<file path="config.mk">
export PLATFORM = sky130hd
export DESIGN_NAME = sha1_message_digest_unit
export DESIGN_NICKNAME = d
export VERILOG_FILES = /design/src/hdl/sha1md_pkg.sv /design/src/hdl/sha1md_core.sv /design/src/hdl/sha1_message_digest_unit.sv
export SDC_FILE = /design/constraint.sdc
export NUM_CORES = 2
export LEC_CHECK = 0
export BUFFER_PORTS_ARGS = -buffer_cell sky130_fd_sc_hd__buf_2
export CAP_MARGIN = 10
export CORE_ASPECT_RATIO = 1.75
export CORE_MARGIN = 1
export CORE_UTILIZATION = 30
export CTS_BUF_LIST = sky130_fd_sc_hd__clkbuf_2
export CTS_CLUSTER_SIZE = 12
export DETAILED_ROUTE_END_ITERATION = 12
export PLACE_DENSITY = 0.55
export SYNTH_ARGS = -nofsm -noshare
export SYNTH_HDL_FRONTEND = slang
export SYNTH_HIERARCHICAL = 1
export SYNTH_SLANG_ARGS = --single-unit
</file>
<file path="constraint.sdc">
create_clock -name clk -period 26.7 [get_ports clk]
set_input_delay 2.67 -clock clk [delete_from_list [all_inputs] [get_ports clk]]
set_output_delay 2.67 -clock clk [all_outputs]
set_load 0.01 [all_outputs]
</file>
<file path="src/hdl/sha1md_pkg.sv">
`timescale 1ns / 1ps
package sha1md_pkg;

	localparam int NUM_ROUNDS  = 80;
	localparam int NUM_CHAIN   = 5;
	localparam int BLOCK_BYTES = 64;
	localparam int LEN_POS     = 56;

	localparam logic [7:0] END_MARKER = 8'h80;

	typedef logic [NUM_CHAIN-1:0][31:0] chain_t;
	typedef logic [15:0][31:0] block_t;

	localparam chain_t H_INIT = '{
		32'hc3d2e1f0, 32'h10325476, 32'h98badcfe, 32'hefcdab89, 32'h67452301
	};

	// control from the message sequencer to the compression unit
	typedef struct packed {
		logic start;
		logic clear_chain;
	} core_ctrl_t;

	function automatic logic [31:0] round_k(input logic [6:0] r);
		logic [31:0] k;
		if (r < 7'd20) begin
			k = 32'h5a827999;
		end else if (r < 7'd40) begin
			k = 32'h6ed9eba1;
		end else if (r < 7'd60) begin
			k = 32'h8f1bbcdc;
		end else begin
			k = 32'hca62c1d6;
		end
		return k;
	endfunction

	function automatic logic [31:0] round_f(input logic [6:0] r, input logic [31:0] x,
		input logic [31:0] y, input logic [31:0] z);
		logic [31:0] f;
		if (r < 7'd20) begin
			f = (x & y) ^ (~x & z);
		end else if (r < 7'd40) begin
			f = x ^ y ^ z;
		end else if (r < 7'd60) begin
			f = (x & y) ^ (x & z) ^ (y & z);
		end else begin
			f = x ^ y ^ z;
		end
		return f;
	endfunction

endpackage

</file>
<file path="src/hdl/sha1md_core.sv">
`timescale 1ns / 1ps
module sha1md_core import sha1md_pkg::*; (
	input  logic       clk,
	input  logic       arst_n,
	input  core_ctrl_t ctrl,
	input  block_t     blk,
	output logic       done,
	output chain_t     chain
);

	typedef enum logic [1:0] {C_IDLE, C_ROUND, C_ADD} cstate_t;

	cstate_t     state_q;
	logic [6:0]  rnd_q;
	logic        done_q;
	chain_t      chain_q;
	chain_t      vars_q;
	block_t      sched_q;
	logic [31:0] t_sum;
	logic [31:0] w_next;

	// vars_q[0] is a, vars_q[4] is e
	assign t_sum = {vars_q[0][26:0], vars_q[0][31:27]}
		+ round_f(rnd_q, vars_q[1], vars_q[2], vars_q[3])
		+ vars_q[4] + sched_q[0] + round_k(rnd_q);

	// schedule window: sched_q[0] is the word of this round
	assign w_next = {sched_q[13][30:0] ^ sched_q[8][30:0] ^ sched_q[2][30:0] ^ sched_q[0][30:0],
		sched_q[13][31] ^ sched_q[8][31] ^ sched_q[2][31] ^ sched_q[0][31]};

	always_ff @(posedge clk or negedge arst_n) begin
		if (!arst_n) begin
			state_q <= C_IDLE;
			rnd_q   <= '0;
			done_q  <= 1'b0;
			chain_q <= H_INIT;
		end else begin
			done_q <= 1'b0;
			unique case (state_q)
				C_IDLE: begin
					if (ctrl.start) begin
						rnd_q   <= '0;
						state_q <= C_ROUND;
					end else if (ctrl.clear_chain) begin
						chain_q <= H_INIT;
					end
				end
				C_ROUND: begin
					if (rnd_q == 7'(NUM_ROUNDS - 1)) begin
						state_q <= C_ADD;
					end
					rnd_q <= rnd_q + 7'd1;
				end
				C_ADD: begin
					for (int i = 0; i < NUM_CHAIN; i++) begin
						chain_q[i] <= chain_q[i] + vars_q[i];
					end
					done_q  <= 1'b1;
					state_q <= C_IDLE;
				end
				default: state_q <= C_IDLE;
			endcase
		end
	end

	always_ff @(posedge clk) begin
		if (state_q == C_IDLE && ctrl.start) begin
			vars_q  <= chain_q;
			sched_q <= blk;
		end else if (state_q == C_ROUND) begin
			vars_q[0] <= t_sum;
			vars_q[1] <= vars_q[0];
			vars_q[2] <= {vars_q[1][1:0], vars_q[1][31:2]};
			vars_q[3] <= vars_q[2];
			vars_q[4] <= vars_q[3];
			for (int i = 0; i < 15; i++) begin
				sched_q[i] <= sched_q[i+1];
			end
			sched_q[15] <= w_next;
		end
	end

	assign done  = done_q;
	assign chain = chain_q;

endmodule

</file>
<file path="src/hdl/sha1_message_digest_unit.sv">
`timescale 1ns / 1ps
// sha-1 digest of a byte stream, one message byte per item. a byte that does
// not complete a 64-byte block is taken without a stall. the byte that completes a
// block holds the input stalled while the shared round unit runs its 80
// rounds, one round per cycle, and folds the result into the chaining
// words. the final item (end_of_message) adds one or two further
// compressions for the padding and length block, and then offers the five
// digest words H0..H4 on the output channel, one per accepted item. the
// input stays stalled until the last word is taken, after which a new
// message starts from the standard initial values. so a long message is
// limited by the single round unit sequenced over 80 rounds per block.
module sha1_message_digest_unit import sha1md_pkg::*; (
	input  logic        clk,
	input  logic        arst_n,
	input  logic        byte_valid,
	output logic        byte_stall,
	input  logic [7:0]  data_byte,
	input  logic        byte_present,
	input  logic        end_of_message,
	output logic        digest_valid,
	input  logic        digest_stall,
	output logic [31:0] digest_word,
	output logic [2:0]  word_index,
	output logic        last_word
);

	typedef enum logic [2:0] {S_IDLE, S_COMP, S_PAD, S_LEN, S_OUT} state_t;

	state_t                state_q;
	state_t                ret_q;       // where to go once the compression ends
	logic [5:0]            pos_q;
	logic [63:0]           cnt_q;
	logic [2:0]            idx_q;
	logic                  start_q;
	logic                  clear_q;
	logic [BLOCK_BYTES-1:0][7:0] blk_q;
	block_t                blk_words;
	core_ctrl_t            ctrl;
	logic                  core_done;
	chain_t                chain;
	logic                  in_acc;
	logic                  out_acc;

	assign in_acc  = byte_valid && !byte_stall;
	assign out_acc = digest_valid && !digest_stall;

	// big-endian packing of the block bytes into words
	always_comb begin
		for (int i = 0; i < 16; i++) begin
			blk_words[i] = {blk_q[4*i], blk_q[4*i+1], blk_q[4*i+2], blk_q[4*i+3]};
		end
	end

	// message sequencer
	always_ff @(posedge clk or negedge arst_n) begin
		if (!arst_n) begin
			state_q <= S_IDLE;
			ret_q   <= S_IDLE;
			pos_q   <= '0;
			cnt_q   <= '0;
			idx_q   <= '0;
			start_q <= 1'b0;
			clear_q <= 1'b0;
		end else begin
			start_q <= 1'b0;
			clear_q <= 1'b0;
			unique case (state_q)
				S_IDLE: begin
					if (in_acc) begin
						if (byte_present) begin
							pos_q <= pos_q + 6'd1;
							cnt_q <= cnt_q + 64'd8;
							if (pos_q == 6'(BLOCK_BYTES - 1)) begin
								// block full: compress before anything else
								start_q <= 1'b1;
								state_q <= S_COMP;
								ret_q   <= end_of_message ? S_PAD : S_IDLE;
							end else if (end_of_message) begin
								state_q <= S_PAD;
							end
						end else if (end_of_message) begin
							state_q <= S_PAD;
						end
					end
				end
				S_PAD: begin
					// the length fits behind the marker unless the marker is late
					start_q <= 1'b1;
					state_q <= S_COMP;
					ret_q   <= (pos_q < 6'(LEN_POS)) ? S_OUT : S_LEN;
				end
				S_LEN: begin
					start_q <= 1'b1;
					state_q <= S_COMP;
					ret_q   <= S_OUT;
				end
				S_COMP: begin
					if (core_done) begin
						state_q <= ret_q;
						idx_q   <= '0;
					end
				end
				S_OUT: begin
					if (out_acc) begin
						if (idx_q == 3'(NUM_CHAIN - 1)) begin
							state_q <= S_IDLE;
							pos_q   <= '0;
							cnt_q   <= '0;
							clear_q <= 1'b1;
						end else begin
							idx_q <= idx_q + 3'd1;
						end
					end
				end
				default: state_q <= S_IDLE;
			endcase
		end
	end

	// block buffer: byte writes, then marker, zero fill and length
	always_ff @(posedge clk) begin
		if (state_q == S_IDLE && in_acc && byte_present) begin
			blk_q[pos_q] <= data_byte;
		end else if (state_q == S_PAD) begin
			for (int j = 0; j < BLOCK_BYTES; j++) begin
				if (6'(j) == pos_q) begin
					blk_q[j] <= END_MARKER;
				end else if (6'(j) > pos_q) begin
					if (pos_q < 6'(LEN_POS) && j >= LEN_POS) begin
						blk_q[j] <= cnt_q[8*(BLOCK_BYTES-1-j) +: 8];
					end else begin
						blk_q[j] <= 8'h00;
					end
				end
			end
		end else if (state_q == S_LEN) begin
			for (int j = 0; j < BLOCK_BYTES; j++) begin
				if (j >= LEN_POS) begin
					blk_q[j] <= cnt_q[8*(BLOCK_BYTES-1-j) +: 8];
				end else begin
					blk_q[j] <= 8'h00;
				end
			end
		end
	end

	assign ctrl.start       = start_q;
	assign ctrl.clear_chain = clear_q;

	sha1md_core u_core (
		.clk   (clk),
		.arst_n(arst_n),
		.ctrl  (ctrl),
		.blk   (blk_words),
		.done  (core_done),
		.chain (chain)
	);

	// the chaining words hold still until the last digest word is taken
	assign byte_stall   = (state_q != S_IDLE);
	assign digest_valid = (state_q == S_OUT);
	assign digest_word  = chain[idx_q];
	assign word_index   = idx_q;
	assign last_word    = (idx_q == 3'(NUM_CHAIN - 1));

endmodule

</file>
* Word-level counts from Yosys, hierarchy flattened
Index checks and enable logic that the tools add are counted.
Widths: inputs -> output; s select.
** Storage, ports and cells
- Word-level logic and storage cells :: 636
- Register bits after elaboration :: 1435
- Input port bits :: 14
- Output and inout bits :: 38
** Operators by class
- Reduce and logical (&&, ||, !) cells :: 91
- Magnitude comparators :: 71
- Add/subtract/negate cells :: 13
- Eq/ne operators :: 147
- Mux-type cells :: 198
- Bitwise operators :: 16
** Operators with widths (number)
- $mux 512 :: 5
- $mux 8 :: 137
- $mux 160 :: 4
- $bwmux 512 :: 1
- $pmux 160 s2 :: 1
- $add 32x32->32 :: 9
- $mux 64 :: 4
- $ne 4x2->1 const B :: 64
- $eq 6x6->1 const A :: 32
- $gt 6x6->1 const A :: 32
- $mux 32 :: 6
- $xor 32x32->32 :: 5
- $reduce_and 2->1 :: 66
- $and 32x32->32 :: 4
- $pmux 64 s2 :: 1
- $bmux 32 s3 :: 1
- $eq 5x6->1 const A :: 16
- $gt 5x6->1 const A :: 16
- $xor 31x31->31 :: 3
- $add 64x4->64 const B :: 1
- $demux 8 s6 :: 1
- $eq 4x6->1 const A :: 8
- $gt 4x6->1 const A :: 8
- $mux 3 :: 14
- other kinds (49) :: 97

* Longest topological paths before layout
- Depth in word-level cells :: 12
- Depth in mapped cells :: 25
- Mapped depth without buffers :: 23

* By module
Netlist, hierarchy kept.
** Modules (own cells, without submodules)
- sha1md_core :: cells each 5008, area an instance 47777.1 µm², instances 1, sequential area each 24533.5 µm²
- sha1_message_digest_unit :: cells each 2808, area an instance 28796.4 µm², instances 1, sequential area each 17326.6 µm²

* Least setup slack after synthesis
Ideal clock, no wire load.
- Kind :: register to register
- Start point :: register u_core.state_q[1]
- End point :: register u_core.rnd_q[2]
- Setup time :: 0.142 ns
- Path slack :: 10.088 ns
- Required time :: 26.558 ns
- Arrival :: 16.470 ns
- Stages on the path, launching flop included :: 8
- Path through :: dfrtp_1 nor2_1 nand2_1 clkbuf_1 nand2_1 o21ai_0 nand2_1 o21ai_0
** Between the ends
- Word-level cells in the longest chain between the ends :: 3
- Elaborated cells between the ends (all ways) :: 6
** RTL lines
- from (decl) :: RTL line sha1md_core.sv:13 : cstate_t state_q;
- from (signal assigned) :: RTL line sha1md_core.sv:33 : state_q <= C_IDLE;
- from (signal assigned) :: RTL line sha1md_core.sv:43 : state_q <= C_ROUND;
- from (signal assigned) :: RTL line sha1md_core.sv:50 : state_q <= C_ADD;
- $eq 2x1->1 / $logic_not 2->1 (equally long branches) :: RTL line sha1md_core.sv:39 : unique case (state_q)
- $reduce_bool 2->1 (no source line) / $ne 2x2->1 (equally long branches)
- $reduce_and 2->1 (no source line)
- to (signal assigned) :: RTL line sha1md_core.sv:52 : rnd_q <= rnd_q + 7'd1;
- to (decl) :: RTL line sha1md_core.sv:14 : logic [6:0] rnd_q;
Several ways; a longest one is shown, not always the timed one.
A chain may end at the register's enable or synchronous reset.

* Worst setup path in the final report
- Start point :: register u_core.rnd_q[5]
- End point :: register u_core/vars_q[25] (netlist name) (data pin)
** Between the ends
- Word-level cells in the longest chain between the ends :: 10
- Elaborated cells between the ends (all ways) :: 15
** RTL lines
- $lt 7x6->1 :: RTL line sha1md_pkg.sv:30, sha1md_pkg.sv:45
- $mux 32 :: RTL line sha1md_pkg.sv:45 : end else if (r < 7'd60) begin
- $mux 32 :: RTL line sha1md_pkg.sv:43 : end else if (r < 7'd40) begin
- $mux 32 :: RTL line sha1md_pkg.sv:41 : if (r < 7'd20) begin
- $add 32x32->32 :: RTL line sha1md_core.sv:24 : + round_f(rnd_q, vars_q[1], vars_q[2], vars_q[3])
- $add 32x32->32 (2 in a row) :: RTL line sha1md_core.sv:25 : + vars_q[4] + sched_q[0] + round_k(rnd_q);
- $add 32x32->32 (*) :: RTL line sha1md_core.sv:25
- $mux 160 (*) :: RTL line sha1md_core.sv:70 : end else if (state_q == C_ROUND) begin
- $mux 160 (*) :: RTL line sha1md_core.sv:67 : if (state_q == C_IDLE && ctrl.start) begin
- to (signal assigned) :: RTL line sha1md_core.sv:68 : vars_q <= chain_q;
- to (decl) :: RTL line sha1md_core.sv:17 : chain_t vars_q;
Mark *: on every way between the ends. The rest lies on a longest branch, timed or not. The select of a mux whose other input is x is not followed.

==> impl_metrics.json <==
{
  "outcome": "complete, no violations",
  "synth_top_flop_cell": "edfxtp_1",
  "cts_max_path_buffers": 4,
  "post-route-min-period_ns": 6.98,
  "crit_path_start_kind": "register",
  "design_area_um2": 83800,
  "routed_wl_um": 272000,
  "grt_use_total_pct": 20.7,
  "crit_type": "reg -> reg",
  "min_period_over_period_pct": 26.1,
  "p_per_area_nw_per_um2": 133,
  "drc": 0,
  "drv_slew": 0,
  "fillers": 26230,
  "maxSlewHeadroom_pct": 12.8,
  "layout.nets": 8271,
  "grt_max_degree": 201,
  "die_h_um": 670,
  "via_count": 59857,
  "clk_latency_ns": 1.65,
  "min_path_type": "reg -> reg",
  "timing.setup.tns_ns": 0,
  "placed_cell_area_um2": 80500,
  "synth-compound-area-share_pct": 11.1,
  "rsz0062_at_grt": "no",
  "slowest_stage": "a41oi_1",
  "yosysWarnings": 6,
  "synthXorXnorAreaFrac_pct": 3.35,
  "critical_path_arrival_ns": 8.29,
  "regArea_um2": 41900,
  "die-area_um2": 257000,
  "root_buffer": "clkbuf_2",
  "synth_area_um2": 76600,
  "antenna_found_initial": 8,
  "drive_above_1_share_pct": 11.2,
  "muxShareOfSynthArea_pct": 2.12,
  "multi_input_area_um2": 32200,
  "setup-violations-final": 0,
  "yosys_register_bits": 1432,
  "worstPathCellList": "a41oi_1 > inv_1 > nor2_2 > buf_4 > nor2_2 > buf_4 > a221oi_1 > fa_1 > inv_1 > fa_1 > ha_1 > fa_1 > a21o_1 > a21oi_2 > o21ai_2 > a221o_1 > a41oi_2 > o21ai_2 > a21o_1 > a2111o_1 > a41oi_2 > xor2_1 > a21oi_1",
  "syn_area_per_cell_um2": 9.80,
  "path_clk_slew_ns": 0.14,
  "max_stage_delay_ns": 0.58,
  "leakagePower_nw": 33.9,
  "cts_sinks": 1432,
  "dpl.hpwl_um": 190000,
  "post_cts_resize_count": 0,
  "synthAdderAreaFrac_pct": 6.54,
  "synth_cell_type_count": 94,
  "rows": 245,
  "synthToLayoutAreaGrowth_pct": 9.46,
  "grt_pass1_vias": 61215,
  "cts_setup_buffers": 0,
  "start_util_pct": 30.1,
  "finalClockSkew_ns": 0.191,
  "synth-seq-area-share_pct": 54.7,
  "holdBufCountCts": 0,
  "drtAntennaViolNets": 0,
  "maxCapViolations": 0,
  "routed_via_density": 5.17,
  "die_x_um": 384,
  "cts_tree": "done",
  "synthCells": 7816,
  "max_freq_mhz": 143,
  "synth-edff-count": 1184,
  "cp_common_cell": "fa_1",
  "grt.overflow.total": 0,
  "core_um2": 254000,
  "synthesis.nets": 8155,
  "finalWeightedCongestion": 0.944,
  "post_drt_wl_per_cell_um": 23.5,
  "synth_top_family_by_area": "simple AND/OR/NAND/NOR gates",
  "tightest_slew_ns": 1.29,
  "critPathMaxFanout": 23,
  "synth-async-reset-ratio_pct": 17.3,
  "end_kind": "register",
  "synth-simple-area-share_pct": 18.8,
  "drt_iter0_drc": 4979,
  "cts_buffers": 356,
  "crit_buf_inv": 4,
  "worstPathRequired_ns": 28.01,
  "design.portCount": 52,
  "cts.htree.levels": 5,
  "first_pass_iters": 6,
  "ir_drop_uv": 135,
  "critical-path-top-delay-family": "compound AO/OA/AOI/OAI gates",
  "grt_pass1_wl_um": 397000,
  "port_buffers": 51,
  "hold_viol": 0
}
-- flip-flops by register name (all words and copies together) (netlist names) --
name / cells
ret_q: 3
state_q: 3
clear_q: 1
u_core/rnd_q: 7
start_q: 1
u_core/chain: 160
pos_q: 6
word_index: 3
blk_q: 512
u_core/sched_q: 512
cnt_q: 61
u_core/vars_q: 160
u_core/done: 1
u_core/state_q: 2
-- power by group --
group	total [mW]	internal (mW)	switching [mW]
Sequential	4.11	3.59	0.523
Combinational	5.48	2.08	3.40
Clock	1.56	0.587	0.977
Total	11.2	6.26	4.90
-- synthesized netlist by cell type (all sizes together), types with 29 or more instances --
cell | instances | share of area, %
xnor2 | 187 | 2.1
ha | 200 | 3.3
and2 | 44 | 0.36
nor2b | 32 | 0.26
o21ai | 402 | 2.6
o21a | 33 | 0.32
nand2 | 2449 | 12
nor2 | 583 | 2.9
and3 | 29 | 0.24
edfxtp | 1184 | 46
a21oi | 617 | 4.0
nand2b | 36 | 0.29
clkbuf | 353 | 1.7
dfrtp | 168 | 5.5
dfstp | 80 | 2.7
o22ai | 38 | 0.31
buf | 44 | 0.26
a211oi | 31 | 0.31
fa | 125 | 3.3
or3 | 35 | 0.29
nor3 | 54 | 0.36
o21bai | 30 | 0.29
inv | 286 | 1.4
nand4 | 56 | 0.48
mux4 | 32 | 0.94
mux2i | 79 | 1.0
xor2 | 106 | 1.2
nand3 | 117 | 0.76
a21o | 84 | 0.82
-- cell families (layout without fill, tap and decap cells) --
group | Yosys count | in the layout
fa+ha+maj | 325 | 325
other cells | 0 | 16
flops | 1432 | 1432
xor+xnor | 293 | 293
mux | 121 | 121
simple gates | 3512 | 3512
compound gates | 1447 | 1447
buf+inv | 686 | 1088
-- metal layers --
layer | GRT usage (%) | vias to the layer above | wire [um]
met5 | 0 | - | 21
met4 | 14.8 | 4 | 21500
met3 | 2.70 | 752 | 12600
met2 | 38.6 | 2156 | 145000
met1 | 20.9 | 29547 | 93100
li1 | - | 27398 | -
-- layout make-up --
| class | instances | area share, % |
|---|---|---|
| flip-flops and latches | 1432 | 49.9 |
| multi-input cells | 5698 | 38.5 |
| well taps | 3334 | 4.98 |
| clock buffers | 538 | 3.21 |
| repair buffers | 155 | 1.35 |
| inverters | 289 | 1.30 |
| clock inverters | 106 | 0.706 |
| diodes | 16 | 0.0478 |
-- stage by stage --
step | worst slack, ns | power (mW) | cells | utilization (%) | hold WS (ns)
3_5_place_dp | 19.67 | 9.63 | 10904 | 31.7 | 0.492
4_1_cts | 19.62 | 11.2 | 11548 | 33.0 | 0.447
6_report | 19.72 | 11.2 | 11568 | 33.0 | 0.415
3_3_place_gp | 19.67 | 9.58 | 10903 | 31.7 | 0.488
2_1_floorplan | 10.09 | 8.14 | 7816 | - | 0.458
5_1_grt | 19.29 | 12.0 | 11556 | 33.0 | 0.465
-- path summary, 6_finish.rpt --
path                                                  start                       endpoint  slack [ns]  cells past startpoint
worst max register to register  u_core/rnd_q[5]$_DFFE_PN0P_    u_core/vars_q[25]$_DFFE_PP_       19.72                     23
worst min register to register         blk_q[461]$_DFFE_PP_  u_core/sched_q[469]$_DFFE_PP_        0.41                      2
min in group asynchronous                            arst_n  u_core/chain[130]$_DFFE_PN0P_        1.03                      1
worst min-delay path                   blk_q[461]$_DFFE_PP_  u_core/sched_q[469]$_DFFE_PP_        0.41                      2
worst max-delay path            u_core/rnd_q[5]$_DFFE_PN0P_    u_core/vars_q[25]$_DFFE_PP_       19.72                     23
max in group asynchronous                            arst_n  u_core/chain[121]$_DFFE_PN0P_       23.60                      3
-- tightest hold or removal path, stage by stage (launching register included) --
cell,delay [ns]
edfxtp_1,0.33
nand2_1,0.04
nand2_1,0.04
-- cells in the final DEF (no fill, tap or decap), types with 16 or more instances in the layout --
cell type  instances
a21boi_0          21
fa_1             125
and3_1            28
edfxtp_1        1184
a21o_1            84
clkbuf_2         538
dfstp_2           80
nand2_1         2439
nor3_1            53
o21a_1            33
a21oi_1          613
nand3_1          117
o31ai_1           18
nor4_1            21
dfrtp_1          165
mux4_2            32
or3_1             35
a31oi_1           24
o21bai_1          29
xnor2_1          187
nand4_1           55
and2_1            41
buf_4             92
nor2b_1           32
diode_2           16
mux2i_1           79
xor2_1           106
buf_2             52
inv_1            285
ha_1             200
o22ai_1           38
nand2b_1          35
nor2_1           573
a211oi_1          29
o21ai_1           37
clkinv_1          80
o21ai_0          360
Power figures use the tool's default switching activity.
